===== src/rtl/core/tcw_pkg.sv =====
`timescale 1ns / 1ps

package tcw_pkg;

	localparam int COLUMNS    = 80;
	localparam int ROWS       = 25;
	localparam int TAB_SPACES = 4;

	localparam int CELLS   = ROWS * COLUMNS;
	localparam int ADDR_W  = $clog2(CELLS);
	localparam int CNT_W   = $clog2(CELLS + 1);
	localparam int RPOS_W  = $clog2(ROWS);
	localparam int CPOS_W  = $clog2(COLUMNS);
	localparam int TAB_W   = $clog2(TAB_SPACES + 1);
	localparam int QDEPTH  = 4;
	localparam int QPTR_W  = $clog2(QDEPTH);
	localparam int QCNT_W  = $clog2(QDEPTH + 1);

	localparam int CMD_W   = 2;
	localparam int CHAR_W  = 8;
	localparam int INDEX_W = 11;
	localparam int COLOR_W = 8;
	localparam int ROW_W   = 5;
	localparam int COL_W   = 7;
	localparam int NIB_W   = 4;
	localparam int CFG_IDX_W = 1;

	localparam logic [CMD_W-1:0] CMD_PUT   = 2'd0;
	localparam logic [CMD_W-1:0] CMD_READ  = 2'd1;
	localparam logic [CMD_W-1:0] CMD_CLEAR = 2'd2;

	localparam logic [CFG_IDX_W-1:0] REG_FORE = 1'd0;
	localparam logic [CFG_IDX_W-1:0] REG_BACK = 1'd1;

	localparam logic [NIB_W-1:0] FORE_RESET = 4'h7;
	localparam logic [NIB_W-1:0] BACK_RESET = 4'h0;

	localparam logic [CHAR_W-1:0] CH_BS    = 8'h08;
	localparam logic [CHAR_W-1:0] CH_TAB   = 8'h09;
	localparam logic [CHAR_W-1:0] CH_NL    = 8'h0A;
	localparam logic [CHAR_W-1:0] CH_SPACE = 8'h20;

	localparam logic [15:0] RESET_CELL = 16'h0720;

	typedef struct packed {
		logic [CMD_W-1:0]   cmd;
		logic [CHAR_W-1:0]  char_code;
		logic [INDEX_W-1:0] cell_index;
	} item_t;

	typedef struct packed {
		logic [CHAR_W-1:0]  cell_char;
		logic [COLOR_W-1:0] cell_color;
		logic [ROW_W-1:0]   cursor_row;
		logic [COL_W-1:0]   cursor_col;
	} result_t;

	typedef enum logic [2:0] {
		OP_PUT,
		OP_TAB,
		OP_NL,
		OP_BS,
		OP_READ,
		OP_CLEAR,
		OP_NOP
	} op_t;

	typedef struct packed {
		op_t                op;
		logic [CHAR_W-1:0]  ch;
		logic [INDEX_W-1:0] idx;
	} q_entry_t;

	typedef enum logic [3:0] {
		ST_INIT,
		ST_IDLE,
		ST_PUT,
		ST_SCROLL,
		ST_NEXT,
		ST_BS,
		ST_RDOUT,
		ST_CLEAR
	} back_state_t;

endpackage


===== src/rtl/core/tcw_front.sv =====
`timescale 1ns / 1ps

module tcw_front (
	input  logic             clk,
	input  logic             arst_n,
	input  logic             start,
	input  tcw_pkg::item_t   item,
	input  logic             init_busy,
	output logic             busy,
	input  logic             q_pop,
	output logic             q_valid,
	output tcw_pkg::q_entry_t q_entry
);

	tcw_pkg::q_entry_t              q_mem_q [tcw_pkg::QDEPTH];
	logic [tcw_pkg::QPTR_W-1:0]     wr_ptr_q;
	logic [tcw_pkg::QPTR_W-1:0]     rd_ptr_q;
	logic [tcw_pkg::QCNT_W-1:0]     count_q;
	tcw_pkg::q_entry_t              cls;
	logic                           push;
	logic                           pop;

	always_comb begin
		cls.ch  = item.char_code;
		cls.idx = item.cell_index;
		case (item.cmd)
			tcw_pkg::CMD_PUT: begin
				case (item.char_code)
					tcw_pkg::CH_NL:  cls.op = tcw_pkg::OP_NL;
					tcw_pkg::CH_TAB: cls.op = tcw_pkg::OP_TAB;
					tcw_pkg::CH_BS:  cls.op = tcw_pkg::OP_BS;
					default:         cls.op = tcw_pkg::OP_PUT;
				endcase
			end
			tcw_pkg::CMD_READ: begin
				if (32'(item.cell_index) < tcw_pkg::CELLS) begin
					cls.op = tcw_pkg::OP_READ;
				end else begin
					cls.op = tcw_pkg::OP_NOP;
				end
			end
			tcw_pkg::CMD_CLEAR: cls.op = tcw_pkg::OP_CLEAR;
			default:            cls.op = tcw_pkg::OP_NOP;
		endcase
	end

	assign busy    = init_busy || (count_q == tcw_pkg::QCNT_W'(tcw_pkg::QDEPTH));
	assign push    = start && !busy;
	assign q_valid = (count_q != '0);
	assign pop     = q_pop && q_valid;
	assign q_entry = q_mem_q[rd_ptr_q];

	always_ff @(posedge clk) begin
		if (push) begin
			q_mem_q[wr_ptr_q] <= cls;
		end
	end

	always_ff @(posedge clk or negedge arst_n) begin
		if (!arst_n) begin
			wr_ptr_q <= '0;
			rd_ptr_q <= '0;
			count_q  <= '0;
		end else begin
			if (push) begin
				wr_ptr_q <= wr_ptr_q + tcw_pkg::QPTR_W'(1);
			end
			if (pop) begin
				rd_ptr_q <= rd_ptr_q + tcw_pkg::QPTR_W'(1);
			end
			if (push && !pop) begin
				count_q <= count_q + tcw_pkg::QCNT_W'(1);
			end else if (pop && !push) begin
				count_q <= count_q - tcw_pkg::QCNT_W'(1);
			end
		end
	end

endmodule


===== config.mk =====
export PLATFORM = sky130hd
export DESIGN_NAME = tcw_front
export DESIGN_NICKNAME = d
export VERILOG_FILES = /design/src/rtl/core/tcw_pkg.sv /design/src/rtl/core/tcw_front.sv
export SDC_FILE = /design/constraint.sdc
export NUM_CORES = 1
export LEC_CHECK = 0
export BUFFER_PORTS_ARGS = -buffer_cell sky130_fd_sc_hd__buf_2
export CAP_MARGIN = 5
export CORE_ASPECT_RATIO = 0.6
export CORE_MARGIN = 8
export CORE_UTILIZATION = 54
export DETAILED_ROUTE_END_ITERATION = 16
export PLACE_DENSITY = 0.76
export SYNTH_ARGS = -nofsm -noshare
export SYNTH_HDL_FRONTEND = slang
export SYNTH_SLANG_ARGS = --single-unit

===== constraint.sdc =====
create_clock -name clk -period 2.3 [get_ports clk]
set_input_delay 0.115 -clock clk [delete_from_list [all_inputs] [get_ports clk]]
set_output_delay 0.115 -clock clk [all_outputs]
set_load 0.02 [all_outputs]

Yosys cells after proc, flatten, opt, wreduce, memory -nomap -nowiden --
Memory sizes are Yosys's and may differ from the RTL's. Cells that the tools add are included. Widths: inputs -> output; s select.
Cells by class: add/sub/neg operators 4, magnitude comparators 1, equality and inequality tests 6, mux-type cells 7, reductions and logical operators 11
Operators by type and width (count):
- $eq 8x4->1 const B | 3
- $lt 11x11->1 const B | 1
- $pmux 3 s3 | 1
- $mux 3 | 2
- $pmux 2 s3 | 1
- $add 2x1->2 const B | 2
- $logic_and 1x1->1 | 4
- $add 3x1->3 const B | 1
- $eq 3x3->1 const B | 1
- $logic_not 1->1 | 3
- $reduce_bool 3->1 | 1
- $sub 3x1->3 const B | 1
- $eq 2x1->1 const B | 1
- $eq 2x2->1 const B | 1
- $logic_not 2->1 | 1
- $mux 1 | 2
- $mux 2 | 1
- $reduce_bool 2->1 | 1
- $logic_or 1x1->1 | 1
Word-level totals: register bits after elaboration 7, memory bits (writable) 88, input bits 26, logic and storage cells 33, memories kept 1
Memory list:
- q_mem_q | words 4, width 22, read ports 1, clocked after Yosys merged registers in 0, write ports 1, line tcw_front.sv:15 | tcw_pkg::q_entry_t q_mem_q [tcw_pkg::QDEPTH];

Longest topological paths before layout --
depth in word-level cells 8, gate-level depth with buffers 8, depth with buffers taken out 8

Least setup slack after synthesis --
OpenSTA, ideal clock, no wires.
kind register to register, from register count_q[0] in the netlist's numbering, to register count_q[2] in the netlist's numbering, library setup time 79 ps, data arrival time 2027 ps, data required time 2221 ps, slack 194 ps, stages on the path, launching flop included 9, path buffers 0, path through dfrtp_1 -> or3_1 -> nand2_1 -> ha_1 -> inv_1 -> fa_1 -> xor2_1 -> nor2_1 -> xor2_1
Between the ends: elaborated cells on any way between the ends 15, classes of those cells add/sub (2); eq/ne (1); mux (2); reduce/logical (10)
RTL lines:
- start: declaration | line tcw_front.sv:18 | logic [tcw_pkg::QCNT_W-1:0] count_q;
- start signal: assignment | line tcw_front.sv:72 | count_q <= count_q + tcw_pkg::QCNT_W'(1);
- start signal: assignment | line tcw_front.sv:74 | count_q <= count_q - tcw_pkg::QCNT_W'(1);
- $reduce_bool 3->1 (*) | line tcw_front.sv:49 | assign q_valid = (count_q != '0);
- net q_valid | line tcw_front.sv:11 | output logic q_valid,
- $logic_and 1x1->1 (*) | line tcw_front.sv:50 | assign pop = q_pop && q_valid;
- $logic_not 1->1 | line tcw_front.sv:71 | if (push && !pop) begin
- $logic_and 1x1->1 | line tcw_front.sv:71
- $mux 3 / $reduce_bool 2->1 (equally long branches)
Mark *: on every way through the listed nets, which the timed path passes. The rest lies on a longest branch. The select of a mux whose other input is x is not followed. A chain may end at the register's enable or synchronous reset.

Worst setup path in the final report --
from register count_q[0] in the netlist's numbering, to register count_q[2] in the netlist's numbering
Between the ends: longest elaborated chain between the ends 7, elaborated cells on any way between the ends 15, classes of those cells add/sub (2); eq/ne (1); mux (2); reduce/logical (10)
Ends and longest elaborated chain:
- parallel branches: the longest is 7 deep, another holds $sub 3x1->3
Parallel ways; which one is timed is not known. The select of a mux whose other input is x is not followed.

==> metrics <==
Starting Density=55.6%; Hold Violations, Final=0; floorplan die area=9840 µm²; cts bufs inserted=9; pins over their slew limit=0; number of synthesized flops with an enable pin=88; dominant cells by area after synthesis=sky130_fd_sc_hd__edfxtp_1 71%, sky130_fd_sc_hd__mux4_2 11%, sky130_fd_sc_hd__dfrtp_1 4.7%; clk slew on worst S/H paths=60 ps; post-detailed-route via-to-cell ratio=5.46; chip height=80.1 µm; predominant post-synthesis flop cell=sky130_fd_sc_hd__edfxtp_1; worst reg2reg endpoint=count_q[2]$_DFFE_PN0P_; CTS Hold Bufs=3; core area=6650 µm²; number of global-route vias before repair=1957; end point of the worst hold path=q_mem_q[1][14]$_DFFE_PP_; required time of the worst setup path=2550 ps; Std-Cell Rows=23; area share of the largest cell type after synthesis=71.5%; total clock sinks=95; CP Data Arrival Time=2340 ps; reg-to-reg slack, setup=220 ps; cell occurring most often along the worst timing path=sky130_fd_sc_hd__xor2_1; global placement routability congestion=0.713; maximum net fanout on the critical path=4; I/O pin total=50; Reg2Reg Launch Point=count_q[0]$_DFFE_PN0P_; number of max-cap violations=0; ratio of total power to cell area=1220 nW/µm²; final worst path period share=90.5%; number of buffers added for setup after CTS=0; stage delay of the slowest cell on the critical path=430 ps; final antenna diode count=0; placed standard-cell area=4080 µm²; detail-routed net length per standard cell=20.7 µm; Hold Startpoint=item[14]; antenna violations before repair=0; Mean Syn Cell Area=22.7 µm²; worst IR drop on VDD=0.711 mV; skew final=7.67 ps; maximum level of the CTS H-tree=3; Synth Warn #=0; final net count=265; setup TNS=0 ps; Yosys top cell by area=sky130_fd_sc_hd__edfxtp_1; master of the slowest instance on the critical path=sky130_fd_sc_hd__dfrtp_1; wire length of the first global-routing pass=10700 µm; area of the multi-input gates=803 µm²; library cell with the highest instance count after synthesis=sky130_fd_sc_hd__edfxtp_1; Worst Setup Start Kind=flip-flop; hold-critical path depth=1; Iteration-0 DRC Markers=145; port buffer count=49; flops & latches, synth=95; register area share after synthesis=76.2%; Max transition margin=67.0%; share of flip-flops with an asynchronous set or reset=7.37%; Die Width=123 µm; HPWL Detailed=4510 µm; achievable clock frequency=480 MHz; number of instances resized during post-cts repair=0; clock tree from TritonCTS=done; most instantiated cells after synthesis=88 x sky130_fd_sc_hd__edfxtp_1, 18 x sky130_fd_sc_hd__mux4_2, 7 x sky130_fd_sc_hd__dfrtp_1; critical path capture point type=flip-flop; minimum clock period=2080 ps; maximum number of pins on one net before global-route repair=23; total of endpoints with negative setup slack in the final report=0; synthesized netlist net count=195; startpoint-to-endpoint class of the critical path=flip-flop to flip-flop; first-pass iteration count of the detailed router=4; length in cells of the worst reg-to-reg path=8; slew at the pin closest to its max-slew limit=494 ps; filler cell count=434; overall track demand over capacity in global routing=15.0%; outcome=finished clean; proportion of layout cells with a drive suffix above 1=39.5%; Hold WC Path Type=primary input to flip-flop; count of different cell masters after synthesis=29; residual overflow from global routing=0; post-route antenna net violation count=0; insertion delay of the later-clocked pin in the worst-skew pair=330 ps; final wirelength=6730 µm; RSZ-0062 raised after global routing=false; Post-Route Utilization=66.9%; number of buffers between clock root and the deepest sink=2; final cell count without fillers=325; count of vias placed by the detailed router=1773; cell count after synthesis=163; leakage power summed over all cells=0.00158 µW; Inst Count DP=304; sequential cell area=2820 µm²; cells along the critical path=or3_1, nand2_1, ha_1, inv_1, fa_1, xor2_1, nor2_1, xor2_1; library cell used as clock root buffer=sky130_fd_sc_hd__clkbuf_16; remaining design rule violation count=0; Cell Area, Synth=3700 µm²; area added between synthesis and finish=20.2%; Non-Filler Cell Area, Final=4440 µm²
[cell families after synthesis]
group,after synthesis,share of synthesized area [%]
muxes,24,14.4
and+or+nand+nor,18,2.71
adders and majority gates,6,2.23
xor gates and xnor gates,6,1.42
buffers and inverters,9,2.06
AOI/OAI and AO/OA,5,0.948
DFF,95,76.2
[how the worst max path moves through the flow]
stage | startpoint | end | slack (ps) | depth (start not counted)
floorplan | count_q[0]$_DFFE_PN0P_ | count_q[2]$_DFFE_PN0P_ | 190 | 8
global placement | count_q[0]$_DFFE_PN0P_ | count_q[2]$_DFFE_PN0P_ | 270 | 8
detailed placement | count_q[0]$_DFFE_PN0P_ | count_q[2]$_DFFE_PN0P_ | 220 | 8
CTS | count_q[0]$_DFFE_PN0P_ | count_q[2]$_DFFE_PN0P_ | 210 | 8
global route | count_q[0]$_DFFE_PN0P_ | count_q[2]$_DFFE_PN0P_ | 60 | 8
finish | count_q[0]$_DFFE_PN0P_ | count_q[2]$_DFFE_PN0P_ | 220 | 8
[layout by cell type (no fill, tap or decap), drive strengths merged]
master        n
and2          4
or2           1
nand2         3
xnor2         4
nor3          1
ha            5
edfxtp       88
dlygate4sd3   5
bufinv        2
and4          1
o211ai        1
mux2          2
nand3         1
nor4          1
nand2b        1
nor4b         1
o2111ai       1
buf          59
or3           1
mux4         22
inv           5
xor2          2
clkbuf       11
nor2          3
dfrtp         7
fa            1
a21oi         3
clkinvlp      2
[critical path, delay by kind of cell (launching register included)]
kind | cells | cell delay, ps
XOR/XNOR | 2 | 290
adder cells (fa/ha/maj) | 2 | 570
buffers and inverters | 1 | 60
flip-flops | 1 | 430
AND/OR/NAND/NOR | 3 | 650
[routing by layer]
layer	vias to the layer above	GRT usage [%]	part of all wire (%)
met1	904	19.6	45
met5	-	0	0
li1	812	-	-
met4	0	3.26	0.31
met3	4	6.09	7.5
met2	53	23.1	47
[flip-flops by register name (all words and copies together), names as in the netlist]
register	cells
count_q	3
q_mem_q	88
rd_ptr_q	2
wr_ptr_q	2
[where the power goes]
part           internal (µW)  switching (µW)
Sequential              2130             135
Clock                    956             579
Combinational            730             901
Total                   3820            1610
[final cells by class]
cell class,instances,share of cell area (%)
clock buffers,11,5.24
clock inverters,5,1.89
inverters,4,0.338
multi-input cells,59,18.1
flip-flops and latches,95,63.4
well taps,87,2.45
repair buffers,64,8.61
[per-stage QoR]
stage | hold slack, ps | setup slack, ps | total power, µW
after floorplan | -181 | 194 | 3480
after global placement | -42.3 | 274 | 3920
after detailed placement | -41.0 | 223 | 3960
after CTS | 0.0392 | 206 | 5500
after global routing | 0.360 | 57.6 | 5710
final | 10.3 | 217 | 5430
Power figures use the tool's default switching activity.
